### src/hw/rtl/bbx_pkg.sv
// bbx_pkg: shared constants and types for the bitmap bounding box block
// no dependencies; imported by the interfaces and every rtl module
`default_nettype none

package bbx_pkg;

    localparam int CFG_W     = 13;   // configuration data width
    localparam int CFG_IDX_W = 1;    // configuration register index width
    localparam int PIX_W     = 8;    // pixels per packed byte
    localparam int EDGE_W    = 12;   // left and top edge width
    localparam int SIZE_W    = 13;   // box width and height width

    localparam int DEF_MAX_WIDTH  = 4096;
    localparam int DEF_MAX_HEIGHT = 4096;

    // configuration register indexes
    localparam logic [CFG_IDX_W-1:0] REG_IMAGE_WIDTH  = 1'd0;
    localparam logic [CFG_IDX_W-1:0] REG_IMAGE_HEIGHT = 1'd1;

    typedef logic [PIX_W-1:0] pixel_byte_t;

    typedef struct packed {
        logic [EDGE_W-1:0] left_edge;
        logic [EDGE_W-1:0] top_edge;
        logic [SIZE_W-1:0] box_width;
        logic [SIZE_W-1:0] box_height;
    } box_t;

endpackage

`default_nettype wire

### src/hw/rtl/bbx_if.sv
// bbx_pixel_if and bbx_box_if: valid/ready channels of the bounding box block
// depends on bbx_pkg
`default_nettype none

interface bbx_pixel_if;
    import bbx_pkg::*;

    logic        valid;
    logic        ready;
    pixel_byte_t pixel_byte;

    modport source (output valid, output pixel_byte, input ready);
    modport sink   (input valid, input pixel_byte, output ready);
endinterface

interface bbx_box_if;
    import bbx_pkg::*;

    logic              valid;
    logic              ready;
    logic [EDGE_W-1:0] left_edge;
    logic [EDGE_W-1:0] top_edge;
    logic [SIZE_W-1:0] box_width;
    logic [SIZE_W-1:0] box_height;

    modport source (output valid, output left_edge, output top_edge,
                    output box_width, output box_height, input ready);
    modport sink   (input valid, input left_edge, input top_edge,
                    input box_width, input box_height, output ready);
endinterface

`default_nettype wire

### src/hw/rtl/bbx_pixel_scan.sv
// bbx_pixel_scan: masks padding pixels and finds first and last set column
// depends on bbx_pkg
`default_nettype none

module bbx_pixel_scan #(
    parameter int MAX_WIDTH = bbx_pkg::DEF_MAX_WIDTH
) (
    input  wire bbx_pkg::pixel_byte_t                          pixel_byte,
    input  wire [((MAX_WIDTH+7)/8 > 1 ? $clog2((MAX_WIDTH+7)/8) : 1)-1:0] byte_column,
    input  wire [$clog2(MAX_WIDTH+1)-1:0]                      width,
    output logic                                               hit,
    output logic [$clog2(MAX_WIDTH)-1:0]                       first_col,
    output logic [$clog2(MAX_WIDTH)-1:0]                       last_col
);
    import bbx_pkg::*;

    localparam int BCW  = ((MAX_WIDTH+7)/8 > 1) ? $clog2((MAX_WIDTH+7)/8) : 1;
    localparam int COLW = $clog2(MAX_WIDTH);
    localparam int WW   = $clog2(MAX_WIDTH+1);
    localparam int AW   = (BCW + 3 > WW) ? BCW + 3 : WW;

    logic [AW-1:0]    base;
    logic [AW-1:0]    width_ext;
    logic [AW-1:0]    remaining;
    logic             in_row;
    logic [PIX_W-1:0] keep;      // keep[i] is pixel i from the left
    logic [2:0]       first_idx;
    logic [2:0]       last_idx;

    assign base      = AW'({byte_column, 3'b000});
    assign width_ext = AW'(width);
    assign in_row    = base < width_ext;
    assign remaining = width_ext - base;

    always_comb
    begin
        for (int i = 0; i < PIX_W; i++)
        begin
            keep[i] = in_row && (remaining > AW'(i)) && pixel_byte[PIX_W-1-i];
        end
    end

    // leftmost and rightmost kept pixel
    always_comb
    begin
        first_idx = 3'd0;
        last_idx  = 3'd0;
        for (int i = PIX_W - 1; i >= 0; i--)
        begin
            if (keep[i])
            begin
                first_idx = 3'(i);
            end
        end
        for (int i = 0; i < PIX_W; i++)
        begin
            if (keep[i])
            begin
                last_idx = 3'(i);
            end
        end
    end

    assign hit       = |keep;
    assign first_col = COLW'(base + AW'(first_idx));
    assign last_col  = COLW'(base + AW'(last_idx));

endmodule

`default_nettype wire

### src/hw/rtl/bbx_tracker.sv
// bbx_tracker: raster position counters, running box extremes, result forming
// depends on bbx_pkg
`default_nettype none

module bbx_tracker #(
    parameter int MAX_WIDTH  = bbx_pkg::DEF_MAX_WIDTH,
    parameter int MAX_HEIGHT = bbx_pkg::DEF_MAX_HEIGHT
) (
    input  wire                                                clk,
    input  wire                                                rst_n,
    input  wire                                                step,
    input  wire                                                hit,
    input  wire [$clog2(MAX_WIDTH)-1:0]                        first_col,
    input  wire [$clog2(MAX_WIDTH)-1:0]                        last_col,
    input  wire [((MAX_WIDTH+7)/8 > 1 ? $clog2((MAX_WIDTH+7)/8) : 1):0] row_byte_count,
    input  wire [(MAX_HEIGHT > 1 ? $clog2(MAX_HEIGHT) : 1):0]  height,
    output logic [((MAX_WIDTH+7)/8 > 1 ? $clog2((MAX_WIDTH+7)/8) : 1)-1:0] byte_column,
    output logic                                               image_end,
    output bbx_pkg::box_t                                      box
);
    import bbx_pkg::*;

    localparam int BCW  = ((MAX_WIDTH+7)/8 > 1) ? $clog2((MAX_WIDTH+7)/8) : 1;
    localparam int COLW = $clog2(MAX_WIDTH);
    localparam int RW   = (MAX_HEIGHT > 1) ? $clog2(MAX_HEIGHT) : 1;

    logic [BCW-1:0]  byte_column_reg, byte_column_next;
    logic [RW-1:0]   row_count_reg, row_count_next;
    logic [COLW-1:0] min_col_reg, min_col_next;
    logic [COLW-1:0] max_col_reg, max_col_next;
    logic [RW-1:0]   min_row_reg, min_row_next;
    logic [RW-1:0]   max_row_reg, max_row_next;
    logic            any_seen_reg, any_seen_next;
    logic            row_end;
    logic [COLW:0]   span_w;
    logic [RW:0]     span_h;

    assign row_end   = ({1'b0, byte_column_reg} + 1'b1) >= row_byte_count;
    assign image_end = row_end && (({1'b0, row_count_reg} + 1'b1) >= height);

    // extremes including the byte being processed
    always_comb
    begin
        min_col_next  = min_col_reg;
        max_col_next  = max_col_reg;
        min_row_next  = min_row_reg;
        max_row_next  = max_row_reg;
        any_seen_next = any_seen_reg | hit;
        if (hit)
        begin
            if (first_col < min_col_reg)
            begin
                min_col_next = first_col;
            end
            if (last_col > max_col_reg)
            begin
                max_col_next = last_col;
            end
            if (row_count_reg < min_row_reg)
            begin
                min_row_next = row_count_reg;
            end
            if (row_count_reg > max_row_reg)
            begin
                max_row_next = row_count_reg;
            end
        end
    end

    assign span_w = {1'b0, max_col_next} - {1'b0, min_col_next} + 1'b1;
    assign span_h = {1'b0, max_row_next} - {1'b0, min_row_next} + 1'b1;

    always_comb
    begin
        if (any_seen_next)
        begin
            box.left_edge  = EDGE_W'(min_col_next);
            box.top_edge   = EDGE_W'(min_row_next);
            box.box_width  = SIZE_W'(span_w);
            box.box_height = SIZE_W'(span_h);
        end
        else
        begin
            box.left_edge  = '0;
            box.top_edge   = '0;
            box.box_width  = SIZE_W'(1);
            box.box_height = SIZE_W'(1);
        end
    end

    always_comb
    begin
        byte_column_next = byte_column_reg + 1'b1;
        row_count_next   = row_count_reg;
        if (row_end)
        begin
            byte_column_next = '0;
            row_count_next   = row_count_reg + 1'b1;
        end
    end

    always_ff @(posedge clk or negedge rst_n)
    begin
        if (!rst_n)
        begin
            byte_column_reg <= '0;
            row_count_reg   <= '0;
            min_col_reg     <= '1;
            max_col_reg     <= '0;
            min_row_reg     <= '1;
            max_row_reg     <= '0;
            any_seen_reg    <= 1'b0;
        end
        else if (step)
        begin
            if (image_end)
            begin
                byte_column_reg <= '0;
                row_count_reg   <= '0;
                min_col_reg     <= '1;
                max_col_reg     <= '0;
                min_row_reg     <= '1;
                max_row_reg     <= '0;
                any_seen_reg    <= 1'b0;
            end
            else
            begin
                byte_column_reg <= byte_column_next;
                row_count_reg   <= row_count_next;
                min_col_reg     <= min_col_next;
                max_col_reg     <= max_col_next;
                min_row_reg     <= min_row_next;
                max_row_reg     <= max_row_next;
                any_seen_reg    <= any_seen_next;
            end
        end
    end

    assign byte_column = byte_column_reg;

endmodule

`default_nettype wire

### src/hw/rtl/bitmap_bounding_box.sv
// bitmap_bounding_box: top level of the packed 1-bit image bounding box block
// depends on bbx_pkg, bbx_if, bbx_pixel_scan and bbx_tracker
//
// pixel_in: one request per packed byte in raster order, bit 7 leftmost, rows
//   padded to whole bytes; padding bits past the configured width are ignored
// box_out: one request after the last byte of the last row with left edge,
//   top edge, width and height of the set pixels; an image with no set pixel
//   reports left 0, top 0, width 1, height 1
// image_width and image_height are to be written by the user through cfg_write_en,
//   cfg_index and cfg_data only while the block is idle, which the block itself does
//   not enforce; 0 counts as 1 and values above the maximum count as the maximum
// a byte is taken into the input register and folded into the running box when
//   it leaves that register; the last byte of an image loads the result register
//   as it leaves, which sets box valid
// throughput: one byte per cycle unless a closing byte waits for a full result
//   register, set by the combinational compare and registered update of the extremes
// reset clears the counters and the box, empties both registers and sets
//   both sizes to 1
// while box_out is stalled the block keeps taking bytes; only the last byte of
//   the next image waits in the input register until the result register is free
`default_nettype none

module bitmap_bounding_box #(
    parameter int MAX_WIDTH  = bbx_pkg::DEF_MAX_WIDTH,
    parameter int MAX_HEIGHT = bbx_pkg::DEF_MAX_HEIGHT
) (
    input  wire                            clk,
    input  wire                            rst_n,
    bbx_pixel_if.sink                      pixel_in,
    bbx_box_if.source                      box_out,
    input  wire                            cfg_write_en,
    input  wire [bbx_pkg::CFG_IDX_W-1:0]   cfg_index,
    input  wire [bbx_pkg::CFG_W-1:0]       cfg_data
);
    import bbx_pkg::*;

    localparam int BCW  = ((MAX_WIDTH+7)/8 > 1) ? $clog2((MAX_WIDTH+7)/8) : 1;
    localparam int COLW = $clog2(MAX_WIDTH);
    localparam int WW   = $clog2(MAX_WIDTH+1);
    localparam int RW   = (MAX_HEIGHT > 1) ? $clog2(MAX_HEIGHT) : 1;
    // compare widths for clamping the size registers
    localparam int CWW  = (WW > CFG_W) ? WW : CFG_W;
    localparam int HW0  = $clog2(MAX_HEIGHT+1);
    localparam int CHW  = (HW0 > CFG_W) ? HW0 : CFG_W;

    // configuration registers
    logic [CFG_W-1:0] image_width_reg;
    logic [CFG_W-1:0] image_height_reg;

    // input register
    logic        s1_valid_reg, s1_valid_next;
    pixel_byte_t pixel_byte_reg;

    // result register
    logic        out_valid_reg, out_valid_next;
    box_t        box_reg;

    logic           in_fire;
    logic           advance;
    logic [CWW-1:0] width_cmp;
    logic [CHW-1:0] height_cmp;
    logic [WW-1:0]  width_eff;
    logic [RW:0]    height_eff;
    logic [WW:0]    width_plus;
    logic [BCW:0]   row_byte_count;
    logic [BCW-1:0] byte_column;
    logic           hit;
    logic [COLW-1:0] first_col;
    logic [COLW-1:0] last_col;
    logic           image_end;
    box_t           box_now;

    // configuration writes
    always_ff @(posedge clk or negedge rst_n)
    begin
        if (!rst_n)
        begin
            image_width_reg  <= CFG_W'(1);
            image_height_reg <= CFG_W'(1);
        end
        else if (cfg_write_en)
        begin
            case (cfg_index)
                REG_IMAGE_WIDTH:  image_width_reg  <= cfg_data;
                REG_IMAGE_HEIGHT: image_height_reg <= cfg_data;
                default:          ;
            endcase
        end
    end

    // clamp sizes into 1..maximum
    always_comb
    begin
        width_cmp  = CWW'(image_width_reg);
        height_cmp = CHW'(image_height_reg);
        if (width_cmp == '0)
        begin
            width_eff = WW'(1);
        end
        else if (width_cmp > CWW'(MAX_WIDTH))
        begin
            width_eff = WW'(MAX_WIDTH);
        end
        else
        begin
            width_eff = WW'(width_cmp);
        end
        if (height_cmp == '0)
        begin
            height_eff = (RW+1)'(1);
        end
        else if (height_cmp > CHW'(MAX_HEIGHT))
        begin
            height_eff = (RW+1)'(MAX_HEIGHT);
        end
        else
        begin
            height_eff = (RW+1)'(height_cmp);
        end
    end

    // bytes per row, rounding up
    assign width_plus     = {1'b0, width_eff} + (WW+1)'(7);
    assign row_byte_count = (BCW+1)'(width_plus >> 3);

    bbx_pixel_scan #(
        .MAX_WIDTH (MAX_WIDTH)
    ) u_scan (
        .pixel_byte  (pixel_byte_reg),
        .byte_column (byte_column),
        .width       (width_eff),
        .hit         (hit),
        .first_col   (first_col),
        .last_col    (last_col)
    );

    // the held byte moves on unless it closes an image and the result
    // register is still full
    assign advance = s1_valid_reg && (!image_end || !out_valid_reg || box_out.ready);

    bbx_tracker #(
        .MAX_WIDTH  (MAX_WIDTH),
        .MAX_HEIGHT (MAX_HEIGHT)
    ) u_tracker (
        .clk            (clk),
        .rst_n          (rst_n),
        .step           (advance),
        .hit            (hit),
        .first_col      (first_col),
        .last_col       (last_col),
        .row_byte_count (row_byte_count),
        .height         (height_eff),
        .byte_column    (byte_column),
        .image_end      (image_end),
        .box            (box_now)
    );

    // input register: free when empty or draining this cycle
    assign pixel_in.ready = !s1_valid_reg || advance;
    assign in_fire        = pixel_in.valid && pixel_in.ready;

    always_comb
    begin
        s1_valid_next = s1_valid_reg;
        if (in_fire)
        begin
            s1_valid_next = 1'b1;
        end
        else if (advance)
        begin
            s1_valid_next = 1'b0;
        end
    end

    always_comb
    begin
        out_valid_next = out_valid_reg;
        if (advance && image_end)
        begin
            out_valid_next = 1'b1;
        end
        else if (box_out.ready)
        begin
            out_valid_next = 1'b0;
        end
    end

    always_ff @(posedge clk or negedge rst_n)
    begin
        if (!rst_n)
        begin
            s1_valid_reg  <= 1'b0;
            out_valid_reg <= 1'b0;
        end
        else
        begin
            s1_valid_reg  <= s1_valid_next;
            out_valid_reg <= out_valid_next;
        end
    end

    // payload registers
    always_ff @(posedge clk)
    begin
        if (in_fire)
        begin
            pixel_byte_reg <= pixel_in.pixel_byte;
        end
        if (advance && image_end)
        begin
            box_reg <= box_now;
        end
    end

    assign box_out.valid      = out_valid_reg;
    assign box_out.left_edge  = box_reg.left_edge;
    assign box_out.top_edge   = box_reg.top_edge;
    assign box_out.box_width  = box_reg.box_width;
    assign box_out.box_height = box_reg.box_height;

`ifndef SYNTHESIS
    // an accepted byte is always held in the input register next cycle
    a_fire_fills: assert property (@(posedge clk) disable iff (!rst_n)
        in_fire |=> s1_valid_reg)
        else $error("accepted byte not held in input register");

    // a closing byte never overwrites a result that is still waiting
    a_no_overwrite: assert property (@(posedge clk) disable iff (!rst_n)
        (out_valid_reg && !box_out.ready && advance) |-> !image_end)
        else $error("pending result overwritten");

    // closing an image always presents a result on the next cycle
    a_result_follows: assert property (@(posedge clk) disable iff (!rst_n)
        (advance && image_end) |=> out_valid_reg)
        else $error("image closed without a result");

    // a full input register with a free result register always drains
    a_drain: assert property (@(posedge clk) disable iff (!rst_n)
        (s1_valid_reg && !out_valid_reg) |-> advance)
        else $error("input register stuck while output free");
`endif

endmodule

`default_nettype wire

### src/flat_wrapper.sv
// flat-port wrapper written by rule: the top's interface ports become plain ports
module bitmap_bounding_box_flat import bbx_pkg::*;
#(
    parameter int MAX_WIDTH  = bbx_pkg::DEF_MAX_WIDTH,
    parameter int MAX_HEIGHT = bbx_pkg::DEF_MAX_HEIGHT
)
  (clk, rst_n, cfg_write_en, cfg_index, cfg_data, pixel_in_valid, pixel_in_pixel_byte, pixel_in_ready, box_out_valid, box_out_left_edge, box_out_top_edge, box_out_box_width, box_out_box_height, box_out_ready);
  bbx_pixel_if pixel_in_i ();
  bbx_box_if box_out_i ();
  input  wire clk;
  input  wire rst_n;
  input  wire cfg_write_en;
  input  wire [bbx_pkg::CFG_IDX_W-1:0] cfg_index;
  input  wire [bbx_pkg::CFG_W-1:0] cfg_data;
  input wire logic [$bits(pixel_in_i.valid)-1:0] pixel_in_valid;
  input wire logic [$bits(pixel_in_i.pixel_byte)-1:0] pixel_in_pixel_byte;
  output wire logic [$bits(pixel_in_i.ready)-1:0] pixel_in_ready;
  output wire logic [$bits(box_out_i.valid)-1:0] box_out_valid;
  output wire logic [$bits(box_out_i.left_edge)-1:0] box_out_left_edge;
  output wire logic [$bits(box_out_i.top_edge)-1:0] box_out_top_edge;
  output wire logic [$bits(box_out_i.box_width)-1:0] box_out_box_width;
  output wire logic [$bits(box_out_i.box_height)-1:0] box_out_box_height;
  input wire logic [$bits(box_out_i.ready)-1:0] box_out_ready;
  assign pixel_in_i.valid = pixel_in_valid;
  assign pixel_in_i.pixel_byte = pixel_in_pixel_byte;
  assign pixel_in_ready = pixel_in_i.ready;
  assign box_out_valid = box_out_i.valid;
  assign box_out_left_edge = box_out_i.left_edge;
  assign box_out_top_edge = box_out_i.top_edge;
  assign box_out_box_width = box_out_i.box_width;
  assign box_out_box_height = box_out_i.box_height;
  assign box_out_i.ready = box_out_ready;
  bitmap_bounding_box #(.MAX_WIDTH(MAX_WIDTH), .MAX_HEIGHT(MAX_HEIGHT)) u_core (.clk(clk), .rst_n(rst_n), .pixel_in(pixel_in_i), .box_out(box_out_i), .cfg_write_en(cfg_write_en), .cfg_index(cfg_index), .cfg_data(cfg_data));
endmodule
### config.mk
export PLATFORM = sky130hd
export DESIGN_NAME = bitmap_bounding_box_flat
export DESIGN_NICKNAME = d
export VERILOG_FILES = /design/src/hw/rtl/bbx_pkg.sv /design/src/hw/rtl/bbx_if.sv /design/src/hw/rtl/bbx_pixel_scan.sv /design/src/hw/rtl/bbx_tracker.sv /design/src/hw/rtl/bitmap_bounding_box.sv /design/src/flat_wrapper.sv
export SDC_FILE = /design/constraint.sdc
export NUM_CORES = 1
export LEC_CHECK = 0
export ABC_AREA = 1
export BUFFER_PORTS_ARGS = -buffer_cell sky130_fd_sc_hd__buf_2
export CAP_MARGIN = 0
export CELL_PAD_IN_SITES_DETAIL_PLACEMENT = 0
export CELL_PAD_IN_SITES_GLOBAL_PLACEMENT = 1
export CORE_MARGIN = 5
export CORE_UTILIZATION = 35
export DETAILED_ROUTE_END_ITERATION = 16
export GPL_TIMING_DRIVEN = 0
export MAX_ROUTING_LAYER = met4
export PLACE_DENSITY_LB_ADDON = 0.15
export SLEW_MARGIN = 20
export SYNTH_ARGS = -nofsm -noshare
export SYNTH_HDL_FRONTEND = slang
export SYNTH_HIERARCHICAL = 1
export SYNTH_SLANG_ARGS = --single-unit
### constraint.sdc
create_clock -name clk -period 7.29 [get_ports clk]
set_input_delay 1.458 -clock clk [delete_from_list [all_inputs] [get_ports clk]]
set_output_delay 1.458 -clock clk [all_outputs]
set_load 0.01 [all_outputs]
Word-level counts from Yosys, hierarchy flattened
Index checks and enable logic that the tools add are counted.
Widths: inputs -> output; s select.
{ "word_totals": {"in_bits": 27, "elab_cells": 122, "register_bits": 156} }
{ "classes": {"mux": 40, "magnitude_cmp": 17, "n_reduce_logical": 35, "n_addsub": 12, "bitwise_logic": 2} }
{ "op_table": {"columns": ["cell", "n"], "rows": [
  ["$mux 12", 14],
  ["$gt 13x3->1 const B", 4],
  ["$mux 13", 4],
  ["$mux 3", 14],
  ["$add 13x1->13 const B", 2],
  ["$gt 13x1->1 const B", 2],
  ["$gt 13x13->1 const B", 2],
  ["$gt 13x2->1 const B", 2],
  ["$logic_not 13->1", 2],
  ["$sub 12x12->13", 2],
  ["$add 12x3->12", 2],
  ["$gt 12x12->1", 2],
  ["$lt 12x12->1", 2],
  ["$logic_and 1x1->1", 20],
  ["$mux 9", 2],
  ["$add 12x1->13 const B", 1],
  ["$add 13x3->13 const B", 1],
  ["$ge 13x13->1", 1],
  ["$lt 12x13->1", 1],
  ["$sub 13x12->13", 1],
  ["$add 12x1->12 const B", 1],
  ["$add 9x1->10 const B", 1],
  ["$ge 10x10->1", 1],
  ["$add 9x1->9 const B", 1],
  ["other kinds (8)", 21]
]} }

Longest topological paths before layout
{ "depth": {"depth_word": 21, "depth_mapped": 53, "depth_no_buf": 52} }

By module
The synthesis kept the hierarchy.
{ "modules_own_cells": {"columns": ["module", "cells_per_inst", "area_per_inst_um2", "seq_area_each_um2", "n_inst"], "rows": [
  ["bbx_tracker", 1208, 7677.4, 1781.7, 1],
  ["bitmap_bounding_box", 305, 3454.6, 2444.8, 1],
  ["bbx_pixel_scan", 226, 1212.4, 0.0, 1]
]} }

Worst setup path after synthesis
OpenSTA, ideal clock, no wires.
{ "synth_path": {"path_type": "reg-to-reg", "startpoint": "reg u_core.image_width_reg[0]", "endpoint": "reg u_core.box_reg, in the netlist u_core/box_out.box_width[9] (data pin)", "setup_ps": 255, "n_path_buf": 1, "arrival_ps": 5391, "synth_period_minus_slack_ps": 5645, "t_required_ps": 7035, "slack_ps": 1645, "path_stages_with_launch": 45, "path_cell_list": "dfstp_2 nor2_1 nand2_1 nor2_2 nand2_2 nand2_8 nand2_2 inv_1 inv_1 ha_1 inv_1 fa_1 nand2_1 nand2_1 nand3_1 nand2_1 nand2_1 nand2_2 (+9 left out) nand2_1 inv_1 nand3_1 o21ai_1 inv_1 buf_2 nand3_1 nand2_1 inv_1 ha_1 inv_1 ha_1 inv_1 fa_1 o31ai_1 nand2_1 a21oi_1 nor2_1"} }
{ "synth_via": {"elab_cells_between_ends": 57, "cone_classes": "5 x add/sub; 12 x order compare; 21 x mux; 1 x bitwise; 18 x reduce/logical"} }
{ "synth_lines": {"columns": ["element", "line", "rtl"], "rows": [
  ["start, declared", "bitmap_bounding_box.sv:47", "logic [CFG_W-1:0] image_width_reg;"],
  ["start signal, assigned", "bitmap_bounding_box.sv:84", "REG_IMAGE_WIDTH: image_width_reg <= cfg_data;"],
  ["$gt 13x13->1", "bitmap_bounding_box.sv:100", "else if (width_cmp > CWW'(MAX_WIDTH))"],
  ["$mux 13", "bitmap_bounding_box.sv:100", null],
  ["$mux 13 (*)", "bitmap_bounding_box.sv:96", "if (width_cmp == '0)"],
  ["via u_core.width_eff[3]", "bitmap_bounding_box.sv:62", "logic [WW-1:0] width_eff;"],
  ["$sub 13x12->13", "bbx_pixel_scan.sv:33", "assign remaining = width_ext - base;"],
  ["$gt 13x1->1", "bbx_pixel_scan.sv:39", "keep[i] = in_row && (remaining > AW'(i)) && pixel_byte[PIX_W-1-i];"],
  ["$logic_and 1x1->1 (2 in a row)", "bbx_pixel_scan.sv:39", null],
  ["$mux 1", "bbx_pixel_scan.sv:57", "if (keep[i])"],
  ["$mux 3 (5 in a row)", "bbx_pixel_scan.sv:57", null],
  ["$mux 3 (*)", "bbx_pixel_scan.sv:57", null],
  ["$add 12x3->12 (*)", "bbx_pixel_scan.sv:66", "assign last_col = COLW'(base + AW'(last_idx));"],
  ["via u_core.last_col[2]", "bitmap_bounding_box.sv:69", "logic [COLW-1:0] last_col;"],
  ["$gt 12x12->1", "bbx_tracker.sv:55", "if (last_col > max_col_reg)"],
  ["$mux 12 (*)", "bbx_tracker.sv:55", null],
  ["$mux 12 (*)", "bbx_tracker.sv:49", "if (hit)"],
  ["$sub 12x12->13 (*)", "bbx_tracker.sv:70", "assign span_w = {1'b0, max_col_next} - {1'b0, min_col_next} + 1'b1;"],
  ["$add 13x1->13 (*)", "bbx_tracker.sv:70", null],
  ["end signal, assigned", "bitmap_bounding_box.sv:211", "box_reg <= box_now;"],
  ["end, declared", "bitmap_bounding_box.sv:56", "box_t box_reg;"]
]} }
Mark *: on every way through the listed nets, which the timed path passes. The rest lies on a longest branch.
A chain may end at the register's enable or synchronous reset.

Worst setup path in the final report
{ "layout_path": {"startpoint": "reg u_core.image_width_reg[3]", "endpoint": "reg u_core.box_reg, in the netlist u_core/box_out.box_height[9] (data pin)"} }
{ "layout_via": {"elab_chain_len": 11, "elab_cells_between_ends": 36, "cone_classes": "3 x add/sub; 10 x order compare; 4 x mux; 1 x bitwise; 18 x reduce/logical"} }
{ "layout_lines": {"columns": ["element", "line", "rtl"], "rows": [
  ["$gt 13x13->1", "bitmap_bounding_box.sv:100", null],
  ["$mux 13", "bitmap_bounding_box.sv:100", null],
  ["$mux 13 (*)", "bitmap_bounding_box.sv:96", null],
  ["via u_core.width_eff[3]", "bitmap_bounding_box.sv:62", null],
  ["$sub 13x12->13", "bbx_pixel_scan.sv:33", null],
  ["$gt 13x1->1 (tied with other cells)", "bbx_pixel_scan.sv:39", null],
  ["$logic_and 1x1->1 (2 in a row)", "bbx_pixel_scan.sv:39", null],
  ["$reduce_or 8->1 (*)", "bbx_pixel_scan.sv:64", "assign hit = |keep;"],
  ["via u_core.hit", "bitmap_bounding_box.sv:67", "logic hit;"],
  ["$mux 12", "bbx_tracker.sv:49", null],
  ["$sub 12x12->13", "bbx_tracker.sv:71", "assign span_h = {1'b0, max_row_next} - {1'b0, min_row_next} + 1'b1;"],
  ["$add 13x1->13", "bbx_tracker.sv:71", null]
]} }
Marks and branches as above.

==> impl_metrics.ini <==
[power_and_ir_drop]
switching_share_pct = 50.6
p_int_uw = 3670
powerDensity_mw_per_mm2 = 530
p_leak_uw = 0.00756
peakVddDrop_mv = 0.329
p_clk_share_pct = 12.9
combPwrFrac_pct = 67.7
power_switching_uw = 3750
sequentialPowerShare_pct = 19.4

[synth]
synth-edff-count = 58
yosys.area.top_type = nand2_1
syn_inst = 1739
synth-seq-area-share_pct = 34.2
synth_cell_types = 40
ys_async_sr_fraction_pct = 62.8
synth-main-ff-cell = dfrtp_1
ys_top_cells_by_count = 566 x nand2_1, 286 x inv_1, 133 x nor2_1
syn_avg_cell_area_sq_um = 7.10
synth_area_leaders = nand2_1 17%, dfrtp_1 15%, edfxtp_1 14%, ha_1 12%, inv_1 8.7%
synth_top_area_share_pct = 17.2
yosys_register_bits = 156
synth.most_common_cell = nand2_1
yosysWarnings = 6
syn_nets = 1891
syn_area_sq_mm = 0.0123

[critical_path]
cp.required_ps = 7480
worst_path_most_repeated_cell = nand2_1
critPathArrivalTime_ps = 6770
slowest_stage = dfrtp_1
reg2reg_slack_ps = 710
endpoint_kind = flop
cpPeakStageDelay_ps = 480
worstSetupStartpointType = flop
critPathKind = reg -> reg
cp_max_fo = 10

[timing]
setup_viol = 0
hold_viol_final = 0
period_share_pct = 90.3
maxSlewViolCount = 0
rsz0062_at_grt = no
fin_crit_ps = 6580
fmax_ghz = 0.152
tns_ps = 0
slew-limit-headroom_pct = 48.9
holdWs_ps = 470
clock_skew_ps = 18.6
tightest_slew_ps = 763

[clocking]
clock-sinks = 156
cts_tree = yes
clk_pin_slew_worst_paths_ps = 80
holdBufCountCts = 0
root_buffer = clkbuf_16
clk_latency_ps = 450
h-tree-depth = 4
cts_max_path_buffers = 2
post_cts_resized = 0
cts_setup_buffers = 0
cts_made_buffers = 17

[detailed_routing]
vias_per_cell = 4.63
postRouteAntennaNets = 0
vias = 10700
wl_um = 32600
wl_per_cell_um = 14.1
first_iter_violations = 493
firstDrtPassIters = 4
drcViolationCount = 0

[finish]
diodes = 0
area_delta_synth_final_pct = 13.5
stdcell_count = 2306
drive_gt1_share_pct = 15.1
layout.nets = 1990

[die]
dieArea_sq_mm = 0.0391
die_h_um = 198
die_x_um = 198
floorplan.rows = 68
io-pin-count = 79
core_sq_mm = 0.0347
start_util_pct = 35.6

[global_route]
grtUsageMet1_pct = 24.0
antenna_found_initial = 0
track_usage_pct = 17.5
use_met3_pct = 2.33
grt_overflow = 0
grt-busiest-layer = met2
grt_pass1_wl_um = 53700
grt_pass1_vias = 10400
grt_max_degree = 69
gr-usage-met2_pct = 27.9

[placed_design]
dpl.cell_count = 2274
port_buffers = 78
post-dp-hpwl_um = 26200
gp_congestion = 0.876

[hold_path]
hp-class = reg -> reg

[outcome]
status = complete, no violations

[job]
cap_violations = 0
-- layer usage --
metal  up-vias  routed length, um
li1       5631                  -
met4         0                303
met2       107              14800
met3        20                767
met1      4908              16700
met5         -                  0
-- power groups by stage --
| stage | Sequential (uW) | Clock, uW | Combinational [uW] |
|---|---|---|---|
| final | 1440 | 958 | 5030 |
| after global routing | 1460 | 1020 | 5810 |
| after CTS | 1440 | 991 | 4970 |
| after detailed placement | 1460 | 0 | 4940 |
| after global placement | 1450 | 0 | 4910 |
| after floorplan | 1420 | 0 | 3780 |
-- worst max-delay path, delay by kind of cell, from the launching register on --
family | cells | cell delay (ps)
simple gates | 23 | 2670
fa+ha+maj | 5 | 1420
compound gates | 5 | 1010
buf+inv | 8 | 710
flops | 1 | 480
-- final timing paths --
| kind | startpoint | end | cells past startpoint |
|---|---|---|---|
| min in group asynchronous | rst_n | u_core/u_tracker/max_col_reg[11] | 1 |
| max | u_core/image_width_reg[3] | u_core/box_out.box_height[9] | 41 |
| max in group asynchronous | rst_n | u_core/u_tracker/min_col_reg[7] | 2 |
| min reg2reg | u_core/u_tracker/min_row_reg[6] | u_core/u_tracker/min_row_reg[6] | 2 |
| max reg2reg | u_core/image_width_reg[3] | u_core/box_out.box_height[9] | 41 |
| min | u_core/u_tracker/min_row_reg[6] | u_core/u_tracker/min_row_reg[6] | 2 |
-- logic make-up (layout without fill, tap and decap cells) --
| family | Yosys count | count (layout) | share of synthesized area, % |
|---|---|---|---|
| AO/OA/AOI/OAI | 139 | 139 | 6.26 |
| buffers and inverters | 353 | 465 | 11.9 |
| XOR/XNOR | 21 | 21 | 1.49 |
| flip-flops | 156 | 156 | 34.2 |
| adder cells (fa/ha/maj) | 125 | 125 | 12.9 |
| AND/OR/NAND/NOR | 945 | 945 | 33.3 |
-- cell type report --
type | instances | area, sq um
buffer | 59 | 368
clock inverter | 13 | 165
timing repair buffer | 80 | 444
multi-input combinational | 1230 | 6680
inverter | 294 | 1100
tap | 455 | 569
sequential | 156 | 4230
fill | 3711 | 20700
clock buffer | 19 | 454
-- layout by cell type (no fill, tap or decap), types with 25 or more instances in the layout --
master    instances
nand2_1         566
inv_1           285
nor2_1          133
dfrtp_1          72
o21ai_0          61
dfstp_2          26
a21oi_1          53
buf_2            86
edfxtp_1         58
nand2_2          44
ha_1            122
nand3_1         128
buf_4            25
-- metrics by stage --
stage	total power (uW)	area, sq um	setup WS (ps)	utilization, %
2_1_floorplan	5200	12300	1640	-
3_3_place_gp	6360	13300	638	38.3
3_5_place_dp	6400	13400	621	38.5
4_1_cts	7410	14000	582	40.3
5_1_grt	8290	14000	33.2	40.3
6_report	7420	14000	709	40.3
Power figures use the tool's default switching activity.
